===== config.mk =====
export PLATFORM = sky130hd
export DESIGN_NAME = char_lcd_nibble_interface_core
export DESIGN_NICKNAME = d
export VERILOG_FILES = /design/src/rtl/lcdnib_pkg.sv /design/src/rtl/char_lcd_nibble_interface_core.sv
export VERILOG_INCLUDE_DIRS = /design/src /design/src/rtl
export SDC_FILE = /design/constraint.sdc
export NUM_CORES = 1
export LEC_CHECK = 0
export BUFFER_PORTS_ARGS = -buffer_cell sky130_fd_sc_hd__buf_2
export CORE_ASPECT_RATIO = 0.6
export CORE_UTILIZATION = 53
export DETAILED_ROUTE_END_ITERATION = 10
export HOLD_SLACK_MARGIN = 0.08
export PLACE_DENSITY_LB_ADDON = 0.15
export SYNTH_ARGS = -nofsm -noshare
export SYNTH_HDL_FRONTEND = slang
export SYNTH_SLANG_ARGS = --single-unit

===== constraint.sdc =====
create_clock -name clk -period 3.8 [get_ports clk]
set_input_delay 0.38 -clock clk [delete_from_list [all_inputs] [get_ports clk]]
set_output_delay 0.38 -clock clk [all_outputs]
set_load 0.01 [all_outputs]

===== src/rtl/char_lcd_nibble_interface_core_defines.svh =====
// Assertion macros used by the character LCD interface RTL.
`ifndef CHAR_LCD_NIBBLE_INTERFACE_CORE_DEFINES_SVH
`define CHAR_LCD_NIBBLE_INTERFACE_CORE_DEFINES_SVH

// The consequent must hold in the same cycle as the antecedent.
`define LCDNIB_ASSERT_NOW(label, clk, rst, ante, cons, msg) \
  label: assert property (@(posedge clk) disable iff (rst) (ante) |-> (cons)) \
    else $error(msg);

// The consequent must hold in the cycle after the antecedent.
`define LCDNIB_ASSERT_NEXT(label, clk, rst, ante, cons, msg) \
  label: assert property (@(posedge clk) disable iff (rst) (ante) |=> (cons)) \
    else $error(msg);

`endif


===== src/rtl/lcdnib_pkg.sv =====
package lcdnib_pkg;

  localparam int unsigned CountWidth = 12;

  // Request kinds carried in tuser.
  localparam logic [1:0] REQ_TICK = 2'd0;
  localparam logic [1:0] REQ_INIT = 2'd1;
  localparam logic [1:0] REQ_CMD  = 2'd2;
  localparam logic [1:0] REQ_CHAR = 2'd3;

  // Configuration register indexes.
  localparam logic [1:0] CFG_LOW_TICKS    = 2'd0;
  localparam logic [1:0] CFG_SETTLE_TICKS = 2'd1;
  localparam logic [1:0] CFG_LONG_WAIT    = 2'd2;

  localparam logic [7:0]            LOW_TICKS_RESET    = 8'd5;
  localparam logic [7:0]            SETTLE_TICKS_RESET = 8'd40;
  localparam logic [CountWidth-1:0] LONG_WAIT_RESET    = 12'd2000;

  localparam logic [7:0] CMD_CLEAR = 8'h01;
  localparam logic [7:0] CMD_HOME  = 8'h02;

  localparam logic [3:0] INIT_NIBBLE_WAKE = 4'h3;
  localparam logic [3:0] INIT_NIBBLE_4BIT = 4'h2;
  localparam logic [2:0] INIT_WAKE_PULSES = 3'd3;

  typedef enum logic [5:0] {
    PH_IDLE      = 6'b000001,
    PH_INIT_LOW  = 6'b000010,
    PH_INIT_HIGH = 6'b000100,
    PH_BYTE_LOW  = 6'b001000,
    PH_BYTE_HIGH = 6'b010000,
    PH_LONG      = 6'b100000
  } phase_t;

endpackage


===== src/rtl/char_lcd_nibble_interface_core.sv =====
// Channel  | Dir | Handshake          | Payload
// s        | in  | s_tvalid/s_tready  | tdata: data_byte; tuser: req_type
// m        | out | m_tvalid/m_tready  | tdata: rs, enable, nibble, busy, accepted
// cfg      | in  | cfg_we             | cfg_index selects register, cfg_data value
//
// Every item is handled at its accepting edge: the controller state is updated there
// and the result lands in the output register, so one item per cycle unless m stalls.
// The output register frees itself when taken, so s_tready stays high while m_tready is.
// A stall on m holds the result and drops s_tready until the result is taken.
// rst is synchronous and active high; it restores the register defaults and idle pins.
module char_lcd_nibble_interface_core (
  input  logic        clk,
  input  logic        rst,
  input  logic        s_tvalid,
  output logic        s_tready,
  input  logic [7:0]  s_tdata,   // [7:0] data_byte
  input  logic [1:0]  s_tuser,   // [1:0] req_type
  output logic        m_tvalid,
  input  logic        m_tready,
  output logic [7:0]  m_tdata,   // [0] rs_level, [1] enable_level, [5:2] bus_nibble,
                                 // [6] busy_res, [7] accepted
  input  logic        cfg_we,
  input  logic [1:0]  cfg_index,
  input  logic [11:0] cfg_data
);

  `include "char_lcd_nibble_interface_core_defines.svh"

  logic [7:0]                          low_ticks;
  logic [7:0]                          settle_ticks;
  logic [lcdnib_pkg::CountWidth-1:0]   long_wait_ticks;

  lcdnib_pkg::phase_t                  phase, phase_next;
  logic [2:0]                          pulse_index, pulse_index_next;
  logic [lcdnib_pkg::CountWidth-1:0]   wait_count, wait_count_next;
  logic [7:0]                          held_byte, held_byte_next;
  logic                                rs_reg, rs_reg_next;
  logic                                enable_reg, enable_reg_next;
  logic [3:0]                          nibble_reg, nibble_reg_next;
  logic                                acc_next;

  logic                                out_valid;
  logic [7:0]                          out_data;
  logic                                s_accept;

  assign s_tready = !out_valid || m_tready;
  assign s_accept = s_tvalid && s_tready;
  assign m_tvalid = out_valid;
  assign m_tdata  = out_data;

  always_ff @(posedge clk) begin
    if (rst) begin
      low_ticks       <= lcdnib_pkg::LOW_TICKS_RESET;
      settle_ticks    <= lcdnib_pkg::SETTLE_TICKS_RESET;
      long_wait_ticks <= lcdnib_pkg::LONG_WAIT_RESET;
    end else if (cfg_we) begin
      case (cfg_index)
        lcdnib_pkg::CFG_LOW_TICKS:    low_ticks       <= cfg_data[7:0];
        lcdnib_pkg::CFG_SETTLE_TICKS: settle_ticks    <= cfg_data[7:0];
        lcdnib_pkg::CFG_LONG_WAIT:    long_wait_ticks <= cfg_data;
        default: ;
      endcase
    end
  end

  always_comb begin
    phase_next       = phase;
    pulse_index_next = pulse_index;
    wait_count_next  = wait_count;
    held_byte_next   = held_byte;
    rs_reg_next      = rs_reg;
    enable_reg_next  = enable_reg;
    nibble_reg_next  = nibble_reg;
    acc_next         = 1'b0;

    if (s_tuser == lcdnib_pkg::REQ_TICK) begin
      if (phase != lcdnib_pkg::PH_IDLE) begin
        // A count of zero or one ends the current step on this tick.
        if (wait_count > 12'd1) begin
          wait_count_next = wait_count - 12'd1;
        end else begin
          case (phase)
            lcdnib_pkg::PH_INIT_LOW: begin
              enable_reg_next = 1'b1;
              wait_count_next = {4'd0, settle_ticks};
              phase_next      = lcdnib_pkg::PH_INIT_HIGH;
            end
            lcdnib_pkg::PH_BYTE_LOW: begin
              enable_reg_next = 1'b1;
              wait_count_next = {4'd0, settle_ticks};
              phase_next      = lcdnib_pkg::PH_BYTE_HIGH;
            end
            lcdnib_pkg::PH_INIT_HIGH: begin
              pulse_index_next = pulse_index + 3'd1;
              if (pulse_index_next <= lcdnib_pkg::INIT_WAKE_PULSES) begin
                nibble_reg_next = (pulse_index_next < lcdnib_pkg::INIT_WAKE_PULSES)
                                  ? lcdnib_pkg::INIT_NIBBLE_WAKE
                                  : lcdnib_pkg::INIT_NIBBLE_4BIT;
                enable_reg_next = 1'b0;
                wait_count_next = {4'd0, low_ticks};
                phase_next      = lcdnib_pkg::PH_INIT_LOW;
              end else begin
                phase_next      = lcdnib_pkg::PH_IDLE;
                wait_count_next = '0;
              end
            end
            lcdnib_pkg::PH_BYTE_HIGH: begin
              pulse_index_next = pulse_index + 3'd1;
              if (pulse_index_next == 3'd1) begin
                nibble_reg_next = held_byte[3:0];
                enable_reg_next = 1'b0;
                wait_count_next = {4'd0, low_ticks};
                phase_next      = lcdnib_pkg::PH_BYTE_LOW;
              end else if (!rs_reg && (held_byte == lcdnib_pkg::CMD_CLEAR ||
                                       held_byte == lcdnib_pkg::CMD_HOME)) begin
                phase_next      = lcdnib_pkg::PH_LONG;
                wait_count_next = long_wait_ticks;
              end else begin
                phase_next      = lcdnib_pkg::PH_IDLE;
                wait_count_next = '0;
              end
            end
            default: begin
              phase_next      = lcdnib_pkg::PH_IDLE;
              wait_count_next = '0;
            end
          endcase
        end
      end
    end else if (phase == lcdnib_pkg::PH_IDLE) begin
      acc_next         = 1'b1;
      pulse_index_next = '0;
      enable_reg_next  = 1'b0;
      wait_count_next  = {4'd0, low_ticks};
      phase_next       = (s_tuser == lcdnib_pkg::REQ_INIT) ? lcdnib_pkg::PH_INIT_LOW
                                                           : lcdnib_pkg::PH_BYTE_LOW;
      if (s_tuser == lcdnib_pkg::REQ_INIT) begin
        rs_reg_next     = 1'b0;
        nibble_reg_next = lcdnib_pkg::INIT_NIBBLE_WAKE;
      end else begin
        held_byte_next  = s_tdata;
        rs_reg_next     = (s_tuser == lcdnib_pkg::REQ_CHAR);
        nibble_reg_next = s_tdata[7:4];
      end
    end
  end

  always_ff @(posedge clk) begin
    if (rst) begin
      phase       <= lcdnib_pkg::PH_IDLE;
      pulse_index <= '0;
      wait_count  <= '0;
      held_byte   <= '0;
      rs_reg      <= 1'b0;
      enable_reg  <= 1'b1;
      nibble_reg  <= '0;
      out_valid   <= 1'b0;
    end else begin
      if (s_accept) begin
        phase       <= phase_next;
        pulse_index <= pulse_index_next;
        wait_count  <= wait_count_next;
        held_byte   <= held_byte_next;
        rs_reg      <= rs_reg_next;
        enable_reg  <= enable_reg_next;
        nibble_reg  <= nibble_reg_next;
        out_valid   <= 1'b1;
      end else if (m_tready) begin
        out_valid <= 1'b0;
      end
    end
  end

  always_ff @(posedge clk) begin
    if (s_accept) begin
      out_data <= {acc_next, (phase_next != lcdnib_pkg::PH_IDLE), nibble_reg_next,
                   enable_reg_next, rs_reg_next};
    end
  end

  `LCDNIB_ASSERT_NOW(a_acc_busy, clk, rst, m_tvalid && m_tdata[7], m_tdata[6],
    "accepted result without busy")
  `LCDNIB_ASSERT_NOW(a_idle_count, clk, rst, phase == lcdnib_pkg::PH_IDLE,
    wait_count == '0, "idle with a pending count")
  `LCDNIB_ASSERT_NOW(a_enable_low, clk, rst, !enable_reg,
    phase == lcdnib_pkg::PH_INIT_LOW || phase == lcdnib_pkg::PH_BYTE_LOW,
    "enable low outside a low phase")
  `LCDNIB_ASSERT_NEXT(a_busy_refuse, clk, rst,
    s_accept && s_tuser != lcdnib_pkg::REQ_TICK && phase != lcdnib_pkg::PH_IDLE,
    $stable(phase) && $stable(wait_count), "refused request changed state")

endmodule


Word level (Yosys, flattened, before mapping)
Index checks and enable logic that the tools add are counted.
Word-level totals
  logic and storage cells: 99
  register bits after elaboration: 72
  bits of input ports: 29
  output and inout port bits: 10
Operators by class
  reduce and logical (&&, ||, !) cells: 18
  eq/ne operators: 17
  bitwise logic cells: 2
  magnitude comparators: 3
  muxes and demuxes: 44
  add/sub/neg operators: 2
Operator list (number)
  $mux W12: 6
  $mux W6: 6
  $pmux W12 S3: 1
  $mux W4: 8
  $pmux W6 S4: 1
  $mux W3: 5
  $mux W1: 13
  $gt A12 B1 Y1 const B: 1
  $ne A6 B1 Y1 const B: 2
  $sub A12 B1 Y12 const B: 1
  $eq A8 B1 Y1 const B: 1
  $eq A8 B2 Y1 const B: 1
  $mux W8: 1
  $pmux W4 S2: 1
  $eq A6 B1 Y1 const B: 1
  $eq A6 B2 Y1 const B: 1
  $eq A6 B3 Y1 const B: 1
  $eq A6 B4 Y1 const B: 1
  $eq A6 B5 Y1 const B: 1
  $reduce_and A2 Y1: 3
  $reduce_and A5 Y1: 1
  $eq A2 B1 Y1 const B: 2
  $eq A2 B2 Y1 const B: 2
  $logic_not A2 Y1: 2
  other kinds (16): 23

Longest topological paths before layout
Gate-level depths: netlist of the first run.
  depth in word-level cells: 10
  mapped depth: 11
  depth with buffers taken out: 9

Worst setup path after synthesis of the first run
No wires, ideal clock.
  path kind: register to register
  from: register wait_count[2] (netlist name)
  to: register pulse_index[2]
  clock period less this slack: 2.739 ns
  path buffers: 2
  stages on the path, launching flop included: 8
  library setup time: 0.070 ns
  slack: 1.061 ns
  required time: 3.730 ns
  data arrival time: 2.669 ns
  cells stage by stage: dfxtp_1 -> or4_1 -> buf_2 -> or4_1 -> buf_2 -> o41a_1 -> or4_1 -> a21oi_1
On the way
  word-level cells in the longest chain between the ends: 3
Ends and longest elaborated chain
  start, declared: RTL line char_lcd_nibble_interface_core.sv:35  | logic [lcdnib_pkg::CountWidth-1:0] wait_count, wait_count_next;
  start signal, assigned: RTL line char_lcd_nibble_interface_core.sv:162  | wait_count <= wait_count_next;
  $gt A12 B1 Y1: RTL line char_lcd_nibble_interface_core.sv:79  | if (wait_count > 12'd1) begin
  $ne A2 B2 Y1 (no source line)
  $reduce_and A5 Y1 (no source line)
  end signal, assigned: RTL line char_lcd_nibble_interface_core.sv:161  | pulse_index <= pulse_index_next;
  end, declared: RTL line char_lcd_nibble_interface_core.sv:34  | logic [2:0] pulse_index, pulse_index_next;
No other way between the ends.
A chain may end at the register's enable or synchronous reset.

Worst setup path after layout of the first run
  from: register wait_count[2] (netlist name)
  to: register phase[0]
On the way
  word-level cells in the longest chain between the ends: 4
Ends and longest elaborated chain
  $gt A12 B1 Y1: RTL line char_lcd_nibble_interface_core.sv:79
  $mux W6: RTL line char_lcd_nibble_interface_core.sv:79
  $mux W6: RTL line char_lcd_nibble_interface_core.sv:77  | if (phase != lcdnib_pkg::PH_IDLE) begin
  $mux W6: RTL line char_lcd_nibble_interface_core.sv:76  | if (s_tuser == lcdnib_pkg::REQ_TICK) begin
  end signal, assigned: RTL line char_lcd_nibble_interface_core.sv:150  | phase <= lcdnib_pkg::PH_IDLE;
  end signal, assigned: RTL line char_lcd_nibble_interface_core.sv:160  | phase <= phase_next;
  end, declared: RTL line char_lcd_nibble_interface_core.sv:33  | lcdnib_pkg::phase_t phase, phase_next;
No other way between the ends.

==> impl_metrics.py, run 1 <==
metrics = {
    "worst_setup_path": {
        "endpoint_kind": "flop",
        "arrival_ps": 3290,
        "crit_path_max_fanout": 10,
        "worst-path-stages": 6,
        "crit_buf_inv": 1,
        "r2r_setup_slack_ps": 740,
        "r2r_cells": 6,
        "crit_type": "reg -> reg",
        "crit_family": "simple AND/OR/NAND/NOR gates",
        "crit_required_ps": 4030,
        "crit_end": "phase[0]",
        "cp-start-kind": "flop",
        "slowest_delay_ps": 740,
        "worstPathCellList": "or4_1, or4_1, buf_4, or3_1, o32a_1, a21bo_1",
        "crit_top_cell": "or4_1",
        "slowest_stage": "or4_1",
        "cp-startpoint": "wait_count[2]",
        "reg2reg_from": "wait_count[2]",
        "r2r_end": "phase[0]",
    },
    "detailed_routing": {
        "drt-vias-per-instance": 6.28,
        "drtAntennaViolNets": 0,
        "drt_iter0_markers": 475,
        "wl_mm": 10.3,
        "num_vias": 3645,
        "firstDrtPassIters": 5,
        "post-route-drc-count": 0,
        "wl_per_cell_um": 17.7,
    },
    "sta": {
        "rsz0062_at_grt": "false",
        "finClkSkew_ps": 4.37,
        "tightest_slew_ps": 1180,
        "setup_viol": 0,
        "worst_hold_slack_ps": 259,
        "timing.final.ws_setup_ps": 738,
        "min_period_over_period_pct": 80.6,
        "relSlewSlack_pct": 21.4,
        "fin_tns_setup_ps": 0,
        "hold_violations": 0,
        "max_freq_ghz": 0.327,
        "min_period_ps": 3060,
        "slew_viol_final": 0,
    },
    "floorplanning": {
        "die_w_um": 112,
        "die_area_um2": 7580,
        "coreArea_um2": 6820,
        "die_h_um": 67.9,
        "initial_core_util_pct": 56.2,
        "std_cell_rows": 23,
        "io_pins": 39,
    },
    "final_layout": {
        "n_antenna_cell": 0,
        "final_cell_mix": "64 x dfxtp_1, 49 x nand2_1, 42 x nor2_1",
        "regArea_um2": 1520,
        "reg.largest.list": "long_wait_ticks x12, wait_count x12",
        "fillerInstances": 609,
        "multiInputGateArea_um2": 2130,
        "mostFrequentLayoutCell": "dfxtp_1",
        "drive_gt1_share_pct": 14.4,
        "final_nets": 523,
        "area_growth_pct": 14.7,
    },
    "cts": {
        "numClockSinks": 72,
        "post_cts_resize_count": 0,
        "cts_made_buffers": 9,
        "path_clk_slew_ps": 60,
        "clockBufferDepth": 2,
        "insertion_delay_ps": 330,
        "postCtsSetupRepairBufs": 0,
        "ctsRootBufferMaster": "clkbuf_16",
        "cts_tree": "yes",
        "htreeDepth": 3,
        "cts_hold_buf": 0,
    },
    "worst_hold_path": {
        "hp-class": "in -> reg",
        "worstHoldStart": "cfg_data[9]",
    },
    "placed_design": {
        "place_congestion": 0.895,
        "numPortBuffers": 38,
        "post-place-ws_ps": 778,
        "dp_hpwl_mm": 7.30,
    },
    "power_and_ir_drop": {
        "intPower_w": 0.00151,
        "finalPower_w": 0.00213,
        "pwr-share-seq_pct": 40.4,
        "powerDensity_nw_per_um2": 485,
        "p_sw_w": 0.000619,
        "clockPowerShare_pct": 39.4,
        "combPwrFrac_pct": 20.2,
        "p_sw_share_pct": 29.1,
        "peakVddDrop_v": 0.000351,
        "leakagePower_nw": 1.76,
    },
    "synth": {
        "synth-edff-count": 8,
        "syn_inst": 460,
        "ys_seq_area_share_pct": 39.7,
        "synth_area_um2": 3830,
        "yosysWarnings": 0,
        "dominantRegCellSynth": "dfxtp_1",
        "async_flop_share_pct": 0,
        "syn-num-nets": 495,
        "ys_seq_elements": 72,
        "synth_cell_types": 59,
        "avgSynthCellArea_um2": 8.33,
    },
    "run": {
        "maxCapViolCount": 0,
    },
    "global_routing": {
        "first_global_vias": 3188,
        "grt-ovfl-total": 0,
        "antenna_found_initial": 0,
        "grt_pass1_wl_mm": 16.5,
        "grt_max_degree": 66,
        "groute.usage.overall_pct": 28.5,
    },
    "run_status": {
        "outcome": "finished clean",
    },
}
[synth_stat cells, types with 3 or more instances]
master,count,share of area [%]
edfxtp_1,8,6.3
or2_2,4,0.65
nor2_1,42,4.1
ha_1,6,2.0
o31ai_1,5,0.98
clkbuf_1,27,2.6
inv_1,16,1.6
o22ai_1,5,0.82
nand2_1,49,4.8
xnor2_1,4,0.91
nand3_1,13,1.7
o311ai_0,3,0.69
nand2b_1,7,1.1
nor4b_1,3,0.69
a21oi_1,26,3.4
dfxtp_1,64,33
or4_1,5,0.98
and3_1,3,0.49
nor3b_1,3,0.59
a31oi_1,4,0.65
and2_1,3,0.49
nand3b_1,9,1.8
a211oi_1,3,0.59
or3_1,6,0.98
o21ai_0,21,2.7
a32oi_1,3,0.69
nor3_1,14,1.8
mux2i_1,21,5.5
a311oi_1,3,0.69
nor4_1,13,2.1
a222oi_1,7,1.8
nand4_1,5,0.82
xor2_1,6,1.4
buf_1,3,0.29
a211o_1,4,0.91
nor2b_1,9,1.5
[through the flow]
stage / cell area [um2] / cells / utilization [%]
after floorplan: 3830 / 460 / -
after global placement: 4090 / 564 / 60.0
after detailed placement: 4090 / 564 / 60.0
after CTS: 4390 / 580 / 64.4
after global routing: 4390 / 580 / 64.4
final: 4390 / 580 / 64.4
[worst min-delay path by stage]
| stage | endpoint | slack, ps | cells past startpoint |
|---|---|---|---|
| after floorplan | long_wait_ticks[0] | 440 | 2 |
| after global placement | settle_ticks[3] | 440 | 1 |
| after detailed placement | long_wait_ticks[1] | 450 | 2 |
| after CTS | long_wait_ticks[8] | 250 | 3 |
| after global routing | held_byte[0] | 290 | 3 |
| final | long_wait_ticks[9] | 260 | 3 |
[area by class of cell]
type | count | share of cell area (%)
clock buffer | 13 | 6.44
clock inverter | 3 | 0.484
inverter | 16 | 1.37
multi-input combinational | 340 | 48.4
sequential | 72 | 34.6
tap | 87 | 2.48
timing repair buffer | 49 | 6.21
[tightest hold or removal path: stages]
cell,delay [ps]
buf_2,70
nand2_1,40
nand3b_1,70
[power by group through the flow]
stage	clock network, W	logic (W)	registers (W)
floorplan	0	0.000300	0.000865
global placement	0	0.000412	0.000871
detailed placement	0	0.000418	0.000875
CTS	0.000851	0.000422	0.000859
global route	0.000877	0.000470	0.000866
finish	0.000840	0.000431	0.000860
[logic make-up after synthesis]
group | share of synthesized area, %
buf+inv | 4.77
mux | 6.07
flops | 39.7
simple gates | 25.6
compound gates | 19.6
xor+xnor | 2.29
fa+ha+maj | 1.96
[routing by layer]
layer	share of wire (%)	wire [um]	track usage (%)	vias to the layer above
met3	9.1	938	7.88	13
li1	-	-	-	1747
met5	0	0	0	-
met4	1.0	104	9.12	0
met1	50	5090	42.2	1710
met2	40	4140	39.5	175
Note: power is estimated with default switching activity, not from simulation.
==> inputs of run 2 (changes only) <==
--- a/config.mk
+++ b/config.mk
@@ -6,6 +6,7 @@
 export SDC_FILE = /design/constraint.sdc
 export NUM_CORES = 1
 export LEC_CHECK = 0
+export ABC_AREA = 1
 export BUFFER_PORTS_ARGS = -buffer_cell sky130_fd_sc_hd__buf_2
 export CORE_ASPECT_RATIO = 0.6
 export CORE_UTILIZATION = 53
==> constraint.sdc (replaced) <==
create_clock -name clk -period 2.9 [get_ports clk]
set_input_delay 0.29 -clock clk [delete_from_list [all_inputs] [get_ports clk]]
set_output_delay 0.29 -clock clk [all_outputs]
set_load 0.01 [all_outputs]
==> impl_metrics.py, run 2 <==
metrics = {
    "floorplanning": {
        "std_cell_rows": 24,
        "initial_core_util_pct": 55.3,
        "die_h_um": 69.9,
        "die_area_um2": 8040,
        "die_w_um": 115,
        "coreArea_um2": 7360,
        "io_pins": 39,
    },
    "sta": {
        "hold_violations": 0,
        "max_freq_ghz": 0.398,
        "worst_hold_slack_ps": 154,
        "min_period_over_period_pct": 86.5,
        "tightest_slew_ps": 1140,
        "finClkSkew_ps": 6.66,
        "relSlewSlack_pct": 23.9,
        "rsz0062_at_grt": "false",
        "min_period_ps": 2510,
        "setup_viol": 0,
        "slew_viol_final": 0,
        "fin_tns_setup_ps": 0,
    },
    "synth": {
        "avgSynthCellArea_um2": 7.21,
        "yosys.area.top_type": "dfxtp_1",
        "yosysWarnings": 0,
        "synth_commonest_cells": "132 x nand2_1, 64 x dfxtp_1, 63 x nor2_1, 54 x inv_1, 46 x o21ai_0",
        "syn-num-nets": 599,
        "synth_area_um2": 4070,
        "synth_cell_types": 44,
        "synth.area.top_cells": "dfxtp_1 31%, nand2_1 12%, edfxtp_1 5.9%",
        "netlist.area_leader.share_pct": 31.5,
        "async_flop_share_pct": 0,
        "ys_seq_elements": 72,
        "ys_seq_area_share_pct": 37.4,
        "synth-edff-count": 8,
        "yosysMostFrequentCell": "nand2_1",
        "syn_inst": 564,
        "dominantRegCellSynth": "dfxtp_1",
    },
    "global_routing": {
        "top_usage_layer": "met1",
        "groute.usage.overall_pct": 28.6,
        "grt-ovfl-total": 0,
        "antenna_found_initial": 0,
        "grt_max_degree": 37,
        "use_met2_pct": 39.9,
        "met3_usage_pct": 7.20,
        "use_met1_pct": 43.1,
        "first_global_vias": 3511,
        "grt_pass1_wl_mm": 17.5,
    },
    "cts": {
        "cts_made_buffers": 9,
        "cts_tree": "yes",
        "path_clk_slew_ps": 60,
        "ctsRootBufferMaster": "clkbuf_16",
        "postCtsSetupRepairBufs": 0,
        "htreeDepth": 3,
        "post_cts_resize_count": 0,
        "insertion_delay_ps": 340,
        "numClockSinks": 72,
        "clockBufferDepth": 2,
        "cts_hold_buf": 0,
    },
    "worst_setup_path": {
        "crit_buf_inv": 2,
        "slowest_stage": "dfxtp_1",
        "worstPathCellList": "nor2_2, nand3_4, clkinv_2, ha_1, nand2_1, nor2_8, a21boi_4, nand2_1, nand3_1, nand2_1, inv_1",
        "crit_family": "simple AND/OR/NAND/NOR gates",
        "crit_required_ps": 3180,
        "crit_top_cell": "nand2_1",
        "slowest_delay_ps": 460,
        "crit_type": "reg -> reg",
        "arrival_ps": 2790,
        "endpoint_kind": "flop",
        "cp-start-kind": "flop",
        "crit_path_max_fanout": 13,
    },
    "run": {
        "maxCapViolCount": 0,
    },
    "final_layout": {
        "postLayoutCoreUtil_pct": 63.0,
        "mostFrequentLayoutCell": "nand2_1",
        "final_nets": 637,
        "n_antenna_cell": 0,
        "drive_gt1_share_pct": 18.9,
        "stdcell_area_um2": 4630,
        "area_growth_pct": 13.9,
        "final_cell_mix": "132 x nand2_1, 64 x dfxtp_1, 63 x nor2_1",
        "reg.largest.list": "long_wait_ticks x12, wait_count x12",
    },
    "placed_design": {
        "numPortBuffers": 38,
        "place_congestion": 0.917,
        "dp_hpwl_mm": 7.82,
        "placed_cell_area_um2": 4330,
    },
    "detailed_routing": {
        "wl_mm": 10.5,
        "drtAntennaViolNets": 0,
        "drt_iter0_markers": 358,
        "post-route-drc-count": 0,
        "firstDrtPassIters": 5,
        "num_vias": 3884,
        "drt-vias-per-instance": 5.46,
        "wl_per_cell_um": 14.8,
    },
    "run_status": {
        "outcome": "finished clean",
    },
    "power_and_ir_drop": {
        "powerDensity_nw_per_um2": 635,
        "peakVddDrop_v": 0.000424,
        "leakagePower_nw": 2.11,
    },
    "worst_hold_path": {
        "hp-class": "in -> reg",
    },
}
## run 2: changes by cell type after synthesis, moves of 13 or more
cell / delta
mux2i_1: -19
nor2_1: +21
nand3_1: +16
nor4_1: -13
nand2_1: +83
o21ai_0: +25
clkbuf_1: -18
inv_1: +38
a21oi_1: +17
## run 2: metal layers
layer / vias to the layer above / part of all wire (%)
li1: 1912 / -
met1: 1788 / 50
met2: 168 / 40
met3: 16 / 8.2
met4: 0 / 1.4
met5: - / 0
## run 2: logic make-up after synthesis
logic type / after synthesis / share of synthesized area, %
and+or+nand+nor: 275 / 33.3
AOI/OAI and AO/OA: 124 / 17.3
buffers and inverters: 79 / 8.37
DFF: 72 / 37.4
xor gates and xnor gates: 6 / 1.29
adders and majority gates: 6 / 1.85
muxes: 2 / 0.492
## run 2: layout make-up
cell class                      count  area [um2]
Clock buffer                       13         282
Multi-Input combinational cell    413        2210
Tap cell                          104         130
Clock inverter                      3        21.3
Fill cell                         686        2720
Inverter                           63         245
Timing Repair Buffer               43         228
Sequential cell                    72        1520
## run 2: final timing paths
kind / start / endpoint / cells past startpoint / slack [ps]
worst max-delay path: phase[1] / wait_count[7] / 11 / 390
worst min-delay path: cfg_data[8] / long_wait_ticks[8] / 3 / 150
worst max register to register: phase[1] / wait_count[7] / 11 / 390
worst min register to register: long_wait_ticks[0] / long_wait_ticks[0] / 2 / 460
## run 2: worst register-to-register path: stages (launching register included)
cell and delay [ps]:
dfxtp_1 460, nor2_2 90, nand3_4 150, clkinv_2 140, ha_1 300, nand2_1 380, nor2_8 250, a21boi_4 340
nand2_1 120, nand3_1 90, nand2_1 50, inv_1 80
## run 2: per-stage QoR
step | setup WS (ps) | total power, W | cells
after CTS | 408 | 0.00294 | 711
after floorplan | 1020 | 0.00169 | 564
after detailed placement | 455 | 0.00184 | 695
after global routing | 209 | 0.00309 | 711
after global placement | 589 | 0.00182 | 695
final | 391 | 0.00294 | 711
## run 2: power by group
group	switching, W	internal [W]
sequential	0.0000540	0.00109
combinational	0.000459	0.000237
clock	0.000429	0.000679
